==> src/ilgs_pkg.sv <==
// Package for the illuminance Gauss-Seidel update block: widths and pipeline
// latencies for every module, and the channel-sum helper of the top level.
// Depends on nothing.
package ilgs_pkg;

   localparam int FRAC_BITS = 16;               // fraction bits of levels and gain
   localparam int WFRAC     = 16;               // fraction bits of a weight (Q16.16)
   localparam int PIX_W     = 24;
   localparam int LVL_W     = 24;
   localparam int SMOOTH_W  = 24;
   localparam int MIN_W     = 16;
   localparam int LANES     = 4;
   localparam int SUM_W     = 10;               // R+G+B, at most 765
   localparam int INT_SCALE = 765;
   localparam int WNUM_W    = SUM_W + WFRAC;    // weight divider operands
   localparam int W_W       = 32;               // Q16.16 weight
   localparam int LW_W      = LVL_W + W_W + 2;  // sum of four level*weight
   localparam int WSUM_W    = W_W + 2;          // sum of four weights
   localparam int S3_W      = SMOOTH_W + 2;     // three times the gain
   localparam int LWH_W     = LW_W / 2;
   localparam int WSH_W     = WSUM_W / 2;
   localparam int PL_W      = S3_W + LWH_W;
   localparam int PD_W      = S3_W + WSH_W;
   localparam int BASE_SH   = 2 * FRAC_BITS + 16;
   localparam int NUM_W     = BASE_SH + SUM_W + 28;
   localparam int DEN_W     = BASE_SH + 14;
   localparam int R0_W      = NUM_W + FRAC_BITS - LVL_W;

   localparam int WDIV_LAT  = W_W + 1;
   localparam int LDIV_LAT  = LVL_W + 1;
   localparam int C_IDX     = 2 + WDIV_LAT;
   localparam int F_IDX     = C_IDX + 3;
   localparam int PIPE_LAT  = F_IDX + LDIV_LAT + 2;

   localparam int CSR_IDX_W = 2;
   localparam logic [CSR_IDX_W-1:0] CSR_SMOOTHNESS = 2'd0;
   localparam logic [CSR_IDX_W-1:0] CSR_MIN_LEVEL  = 2'd1;

   localparam logic [SMOOTH_W-1:0] SMOOTH_RESET = 24'd65536;
   localparam logic [MIN_W-1:0]    MIN_RESET    = 16'd6554;

   function automatic logic [SUM_W-1:0] chan_sum(input logic [PIX_W-1:0] p);
      chan_sum = SUM_W'(p[23:16]) + SUM_W'(p[15:8]) + SUM_W'(p[7:0]);
   endfunction

endpackage

==> src/ilgs_weight_div.sv <==
// Pipelined restoring divider for one Q16.16 neighbour weight, one quotient
// bit per stage, saturating at all ones. Depends on ilgs_pkg.
module ilgs_weight_div (
   input  logic                         clock,
   input  logic [ilgs_pkg::WNUM_W-1:0]  num,
   input  logic [ilgs_pkg::WNUM_W-1:0]  den,
   output logic [ilgs_pkg::W_W-1:0]     weight
);
   import ilgs_pkg::*;

   localparam int STEPS = W_W;
   localparam int TOP_W = WNUM_W + WFRAC - W_W;

   logic [WNUM_W-1:0] rem_ff [0:STEPS];
   logic [WNUM_W-1:0] den_ff [0:STEPS];
   logic [W_W-1:0]    dvd_ff [0:STEPS];
   logic [W_W-1:0]    quo_ff [0:STEPS];
   logic              sat_ff [0:STEPS];

   logic [WNUM_W+WFRAC-1:0] wide;
   logic [TOP_W-1:0]        top;
   logic                    sat_in;

   assign wide   = {num, WFRAC'(0)};
   assign top    = wide[WNUM_W+WFRAC-1:W_W];
   assign sat_in = WNUM_W'(top) >= den;

   always_ff @(posedge clock) begin
      rem_ff[0] <= sat_in ? '0 : WNUM_W'(top);
      den_ff[0] <= den;
      dvd_ff[0] <= wide[W_W-1:0];
      quo_ff[0] <= '0;
      sat_ff[0] <= sat_in;
   end

   for (genvar j = 0; j < STEPS; j++) begin : g_step
      logic [WNUM_W:0] trial;
      logic [WNUM_W:0] diff;
      logic            ge;
      always_comb begin
         trial = {rem_ff[j], dvd_ff[j][W_W-1]};
         diff  = trial - {1'b0, den_ff[j]};
         ge    = trial >= {1'b0, den_ff[j]};
      end
      always_ff @(posedge clock) begin
         rem_ff[j+1] <= ge ? diff[WNUM_W-1:0] : trial[WNUM_W-1:0];
         den_ff[j+1] <= den_ff[j];
         dvd_ff[j+1] <= {dvd_ff[j][W_W-2:0], 1'b0};
         quo_ff[j+1] <= {quo_ff[j][W_W-2:0], ge};
         sat_ff[j+1] <= sat_ff[j];
      end
   end

   assign weight = sat_ff[STEPS] ? '1 : quo_ff[STEPS];

endmodule

==> config.mk <==
export PLATFORM = sky130hd
export DESIGN_NAME = ilgs_weight_div
export DESIGN_NICKNAME = d
export VERILOG_FILES = /design/src/ilgs_pkg.sv /design/src/ilgs_weight_div.sv
export SDC_FILE = /design/constraint.sdc
export NUM_CORES = 2
export LEC_CHECK = 0
export ABC_AREA = 0
export BUFFER_PORTS_ARGS = -buffer_cell sky130_fd_sc_hd__buf_2
export CAP_MARGIN = 15
export CORE_ASPECT_RATIO = 0.6
export CORE_MARGIN = 4
export CORE_UTILIZATION = 30
export DETAILED_ROUTE_END_ITERATION = 6
export PLACE_DENSITY = 0.48
export SETUP_SLACK_MARGIN = 0.5
export SLEW_MARGIN = 20
export SYNTH_ARGS = -nofsm -noshare
export SYNTH_HDL_FRONTEND = slang
export SYNTH_SLANG_ARGS = --single-unit
==> constraint.sdc <==
create_clock -name clock -period 3.8 [get_ports clock]
set_clock_uncertainty 0.1 [all_clocks]
set_input_delay 0.19 -clock clock [delete_from_list [all_inputs] [get_ports clock]]
set_output_delay 0.19 -clock clock [all_outputs]
set_load 0.03 [all_outputs]
Word level (Yosys, flattened, before mapping)
Memories as Yosys holds them, arrays and structs flattened. Cells that the tools add are included.

Register bits after elaboration: 0. Latch bits: 0. RAM bits: 3828. ROM bits: 0. Input bits: 53. Output and inout port bits: 32. Word-level logic and storage cells: 104. Memories kept: 5.

Memories: quo_ff (depth 33, bits a word 32, rd ports 33, clocked after Yosys merged registers in 0, write ports 33, RTL line ilgs_weight_div.sv:17) `logic [W_W-1:0] quo_ff [0:STEPS];`; dvd_ff (depth 33, bits a word 31, rd ports 32, clocked after Yosys merged registers in 0, write ports 33, RTL line ilgs_weight_div.sv:16) `logic [W_W-1:0] dvd_ff [0:STEPS];`; den_ff (depth 33, bits a word 26, rd ports 32, clocked after Yosys merged registers in 0, write ports 33, RTL line ilgs_weight_div.sv:15) `logic [WNUM_W-1:0] den_ff [0:STEPS];`; rem_ff (depth 33, bits a word 26, rd ports 32, clocked after Yosys merged registers in 0, write ports 33, RTL line ilgs_weight_div.sv:14) `logic [WNUM_W-1:0] rem_ff [0:STEPS];`; sat_ff (depth 33, bits a word 1, rd ports 33, clocked after Yosys merged registers in 0, write ports 33, RTL line ilgs_weight_div.sv:18) `logic sat_ff [0:STEPS];`.

Add/sub/neg operators: 32. Multiply operators: 0. Divide/modulo/power cells: 0. Magnitude comparators: 33. Equal/unequal tests: 0. Shift operators: 0. Multiplexer cells: 34. Bitwise logic cells: 0. Reduce and logical (&&, ||, !) cells: 0.

Operator list (number): >= comparator 27 x 26 -> 1 bit (32); 2-to-1 mux 26 bit (32); subtractor 26 bit (32); 2-to-1 mux 32 bit (1); >= comparator 10 x 26 -> 1 bit (1); 2-to-1 mux 10 bit (1).

Logic depth before layout (Yosys ltp)
An unclocked memory read counts as a cell.

Depth in word-level cells: 3. Mapped depth: 15. Mapped depth without buffers: 14.

Least setup slack after synthesis
No wires, ideal clock.

Path kind: reg2reg. Start: memory den_ff[0][468] in the netlist's numbering. End: memory rem_ff[0][518] in the netlist's numbering. Setup time: 121 ps. Data arrival time: 3087 ps. Required time: 3579 ps. Slack: 491 ps. Stages on the path, launching flop included: 13. Buffers on the path: 0. Clock period less this slack: 3309 ps. Path through: dfxtp_1 > inv_1 > fa_1 > a211oi_1 > o21ai_0 > a2111o_1 > a31o_2 > a21oi_1 > o41ai_1 > o31ai_1 > mux2i_1 > o211ai_1 > mux2_4.

RTL lines (RTL line): start: declaration (ilgs_weight_div.sv:15); end: declaration (ilgs_weight_div.sv:14).

==> results.tsv <==
stage	metric	value	unit
timing	relative slew slack	28.3	%
timing	Final Slew Violations	0	
run	# Max-Cap Violations	0	
synthesis	Syn Area/Cell	9.96	sq um
synthesis	area leader, netlist	dfxtp_1	
timing	Worst Tran Pin Value	1070	ps
timing	f_max	0.289	GHz
floorplanning	die extent in y	450	um
synthesis	asr flop ratio synth	0	%
drt	vias per inst	4.77	
min_path	hold path depth	0	
floorplanning	Die X	745	um
synthesis	EDFF count, synth	0	
cells_and_area	fin cells	15054	
clock_network	number of CTS-inserted buffers	232	
synthesis	post-synthesis sequential area ratio	48.0	%
placed_design	port buffer count	84	
global_routing	GRT Total Usage	15.5	%
cells_and_area	FF/Latch Area	47100	sq um
clock_network	TritonCTS clock tree	yes	
critical_path	CP max stage cell	a221o_1	
cells_and_area	area of the multi-input gates	49800	sq um
timing	RSZ-0062 raised after global routing	true	
placed_design	Post-Place Setup Slack	-182	ps
power	Lkg Pwr	54.3	nW
drt	drt wl/cell	18.1	um
cells_and_area	post-layout instance area	120000	sq um
floorplanning	Rows	162	
critical_path	crit start category	flop	
status	failing checks	DRC	
global_routing	vias in the first global route	68344	
cells_and_area	share of cells above drive strength 1	18.9	%
placed_design	placed cells	14281	
clock_network	worst skew pair latency	920	ps
synthesis	Post-Synthesis Cells	9818	
timing	post-route worst setup slack	344	ps
floorplanning	Die ar.	336000	sq um
drt	drc violations	2	
clock_network	Clk pin slew, worst setup/hold paths	70	ps
timing	hold_ws	170	ps
status	status	complete, but fails checks	
cells_and_area	fill count	32084	
floorplanning	I/O pins	85	
drt	post-route ant nets	0	
synthesis	count of cell types in the netlist	104	
power	Clock power frac	23.1	%
cells_and_area	area grow syn2layout	23.2	%
synthesis	cells taking the most area after synthesis	dfxtp_1 48%, ha_1 11%, a21oi_1 4.2%	
clock_network	clock buffer depth	4	
power	Max IR drop VDD	0.473	mV
global_routing	aggregate global routing overflow	0	
placed_design	Area after DPL	105000	sq um
clock_network	Root Driver	clkbuf_16	
synthesis	Syn Nets	10728	
timing	final setup vio count	0	
power	Logic pwr share	44.6	%
timing	Final Cycle Share	90.9	%
floorplanning	Core ar.	325000	sq um
min_path	hold crit path type	flop to flop	
placed_design	placed wire-length estimate	200000	um
cells_and_area	Layout Nets	11429	
critical_path	critical path capture point type	flop	
synthesis	Top FF cell, synth	dfxtp_1	
critical_path	critical path, cell by cell	inv_2, ha_4, a2111o_1, o21ai_4, o21ai_4, a221o_1, a31oi_4, a21boi_2, o31a_1, nor3_4, buf_6, buf_12, mux2_4	
power	internal power	66.2	mW
critical_path	CP max FO	7	
synthesis	commonest cells in the netlist	2,345 x dfxtp_1, 1,020 x inv_1, 826 x ha_1	
timing	minimum clock period	3460	ps
drt	WL final	272000	um
clock_network	H-tree lvl count	4	
critical_path	Setup CP Type	flop to flop	
power	switching share of power	36.2	%
critical_path	Req. time, crit path	4460	ps
critical_path	CP most frequent cell	o21ai_4	
synthesis	share of the synthesized area in the top cell type	48.0	%
critical_path	crit path DAT	4120	ps
drt	Pre-Repair DR Iteration Count	7	
drt	vias	71763	
synthesis	post-synthesis register bit count	2345	
placed_design	GP Congestion	0.901	
power	sequential share of power	32.2	%
timing	endpoints failing hold	0	
global_routing	largest net degree at the start of global routing	37	
critical_path	max incr delay on CP	450	ps
synthesis	Post-Syn Area	97800	sq um
floorplanning	initial core utilization	30.1	%
critical_path	worst-case reg-to-reg path depth	13	
power	Cell Pwr Density	861	nW/um^2
power	P_sw	37.6	mW
global_routing	antenna violations before repair	13	
synthesis	count leader, synth	dfxtp_1	
synthesis	Ys Warns	0	
global_routing	first-pass GRT wire length	411000	um
clock_network	Sinks on Clock Net	2345	
drt	DRT iter0 DRCs	5790	
## state kept, by name, summed over array words and instances (netlist names)
register  count
dvd_ff      136
rem_ff      816
den_ff      832
sat_ff       33
quo_ff      528
## what timing repair did
item | in CTS | in global routing
endpoints found under the setup margin | 727 | 746
gates cloned | 23 | 15
hold buffers | 113 | 0
gates resized for setup | 441 | 476
hold endpoints to repair | 53 | 0
pin swaps | 173 | 208
setup buffers | 121 | 78
## final cells by class
type,count,area share [%]
Antenna cell,8,0.0166
Clock buffer,320,5.49
Clock inverter,95,1.10
Inverter,1022,3.18
Multi-Input combinational cell,6254,41.3
Sequential cell,2345,39.1
Tap cell,4346,4.51
Timing Repair Buffer,664,5.31
## worst paths after layout
| kind | from | slack [ps] | end |
|---|---|---|---|
| worst max-delay path | den_ff[0][524] | 340 | rem_ff[0][548] |
| worst min-delay path | quo_ff[24][14] | 170 | quo_ff[25][15] |
| worst max register to register | den_ff[0][524] | 340 | rem_ff[0][548] |
| worst min register to register | quo_ff[24][14] | 170 | quo_ff[25][15] |
## cell families after synthesis
group,after synthesis,share of synthesized area [%]
AO/OA/AOI/OAI,2461,16.0
flip-flops,2345,48.0
AND/OR/NAND/NOR,1852,9.01
buffers and inverters,1222,4.92
adder cells (fa/ha/maj),857,11.2
XOR/XNOR,665,5.96
multiplexers,416,4.92
## cell usage in the layout (no fill, tap or decap), drive strengths merged, types with 335 or more instances in the layout
| master | synthesis | final |
|---|---|---|
| dfxtp | 2345 | 2345 |
| a21o | 400 | 400 |
| xnor2 | 417 | 417 |
| inv | 1022 | 1032 |
| o21ai | 502 | 502 |
| nor2 | 559 | 559 |
| a21oi | 819 | 819 |
| buf | 84 | 531 |
| ha | 826 | 826 |
| mux2 | 406 | 406 |
| nand2 | 490 | 490 |
| clkbuf | 116 | 335 |
## power groups by stage
stage	Combinational (mW)	Clock [mW]	Sequential, mW
finish	46.3	24.0	33.5
global route	50.5	25.8	34.0
CTS	42.8	24.9	33.4
detailed placement	38.8	0	33.8
global placement	38.4	0	33.9
floorplan	29.1	0	32.1
## critical path: cells and delay by family (launching register included)
family                   cells  cell delay [ps]
AO/OA/AOI/OAI                7             1730
buffers and inverters        3              420
flip-flops                   1              350
multiplexers                 1              310
adder cells (fa/ha/maj)      1              210
AND/OR/NAND/NOR              1              200
## layer usage
metal / track usage (%) / routed length [um] / vias to the layer above
met5: 0 / 13 / -
met4: 2.62 / 4030 / 2
li1: - / - / 35325
met1: 26.5 / 154000 / 34248
met3: 3.15 / 20400 / 302
met2: 18.8 / 93600 / 1886
## stage by stage
| stage | utilization [%] | power, mW | setup TNS, ps |
|---|---|---|---|
| 5_1_grt | 37.1 | 110 | 0 |
| 3_5_place_dp | 32.3 | 72.6 | -3240 |
| 3_3_place_gp | 32.3 | 72.3 | -3630 |
| 6_report | 37.1 | 104 | 0 |
| 4_1_cts | 36.2 | 101 | 0 |
| 2_1_floorplan | - | 61.2 | 0 |
(Power assumes the default switching activity.)
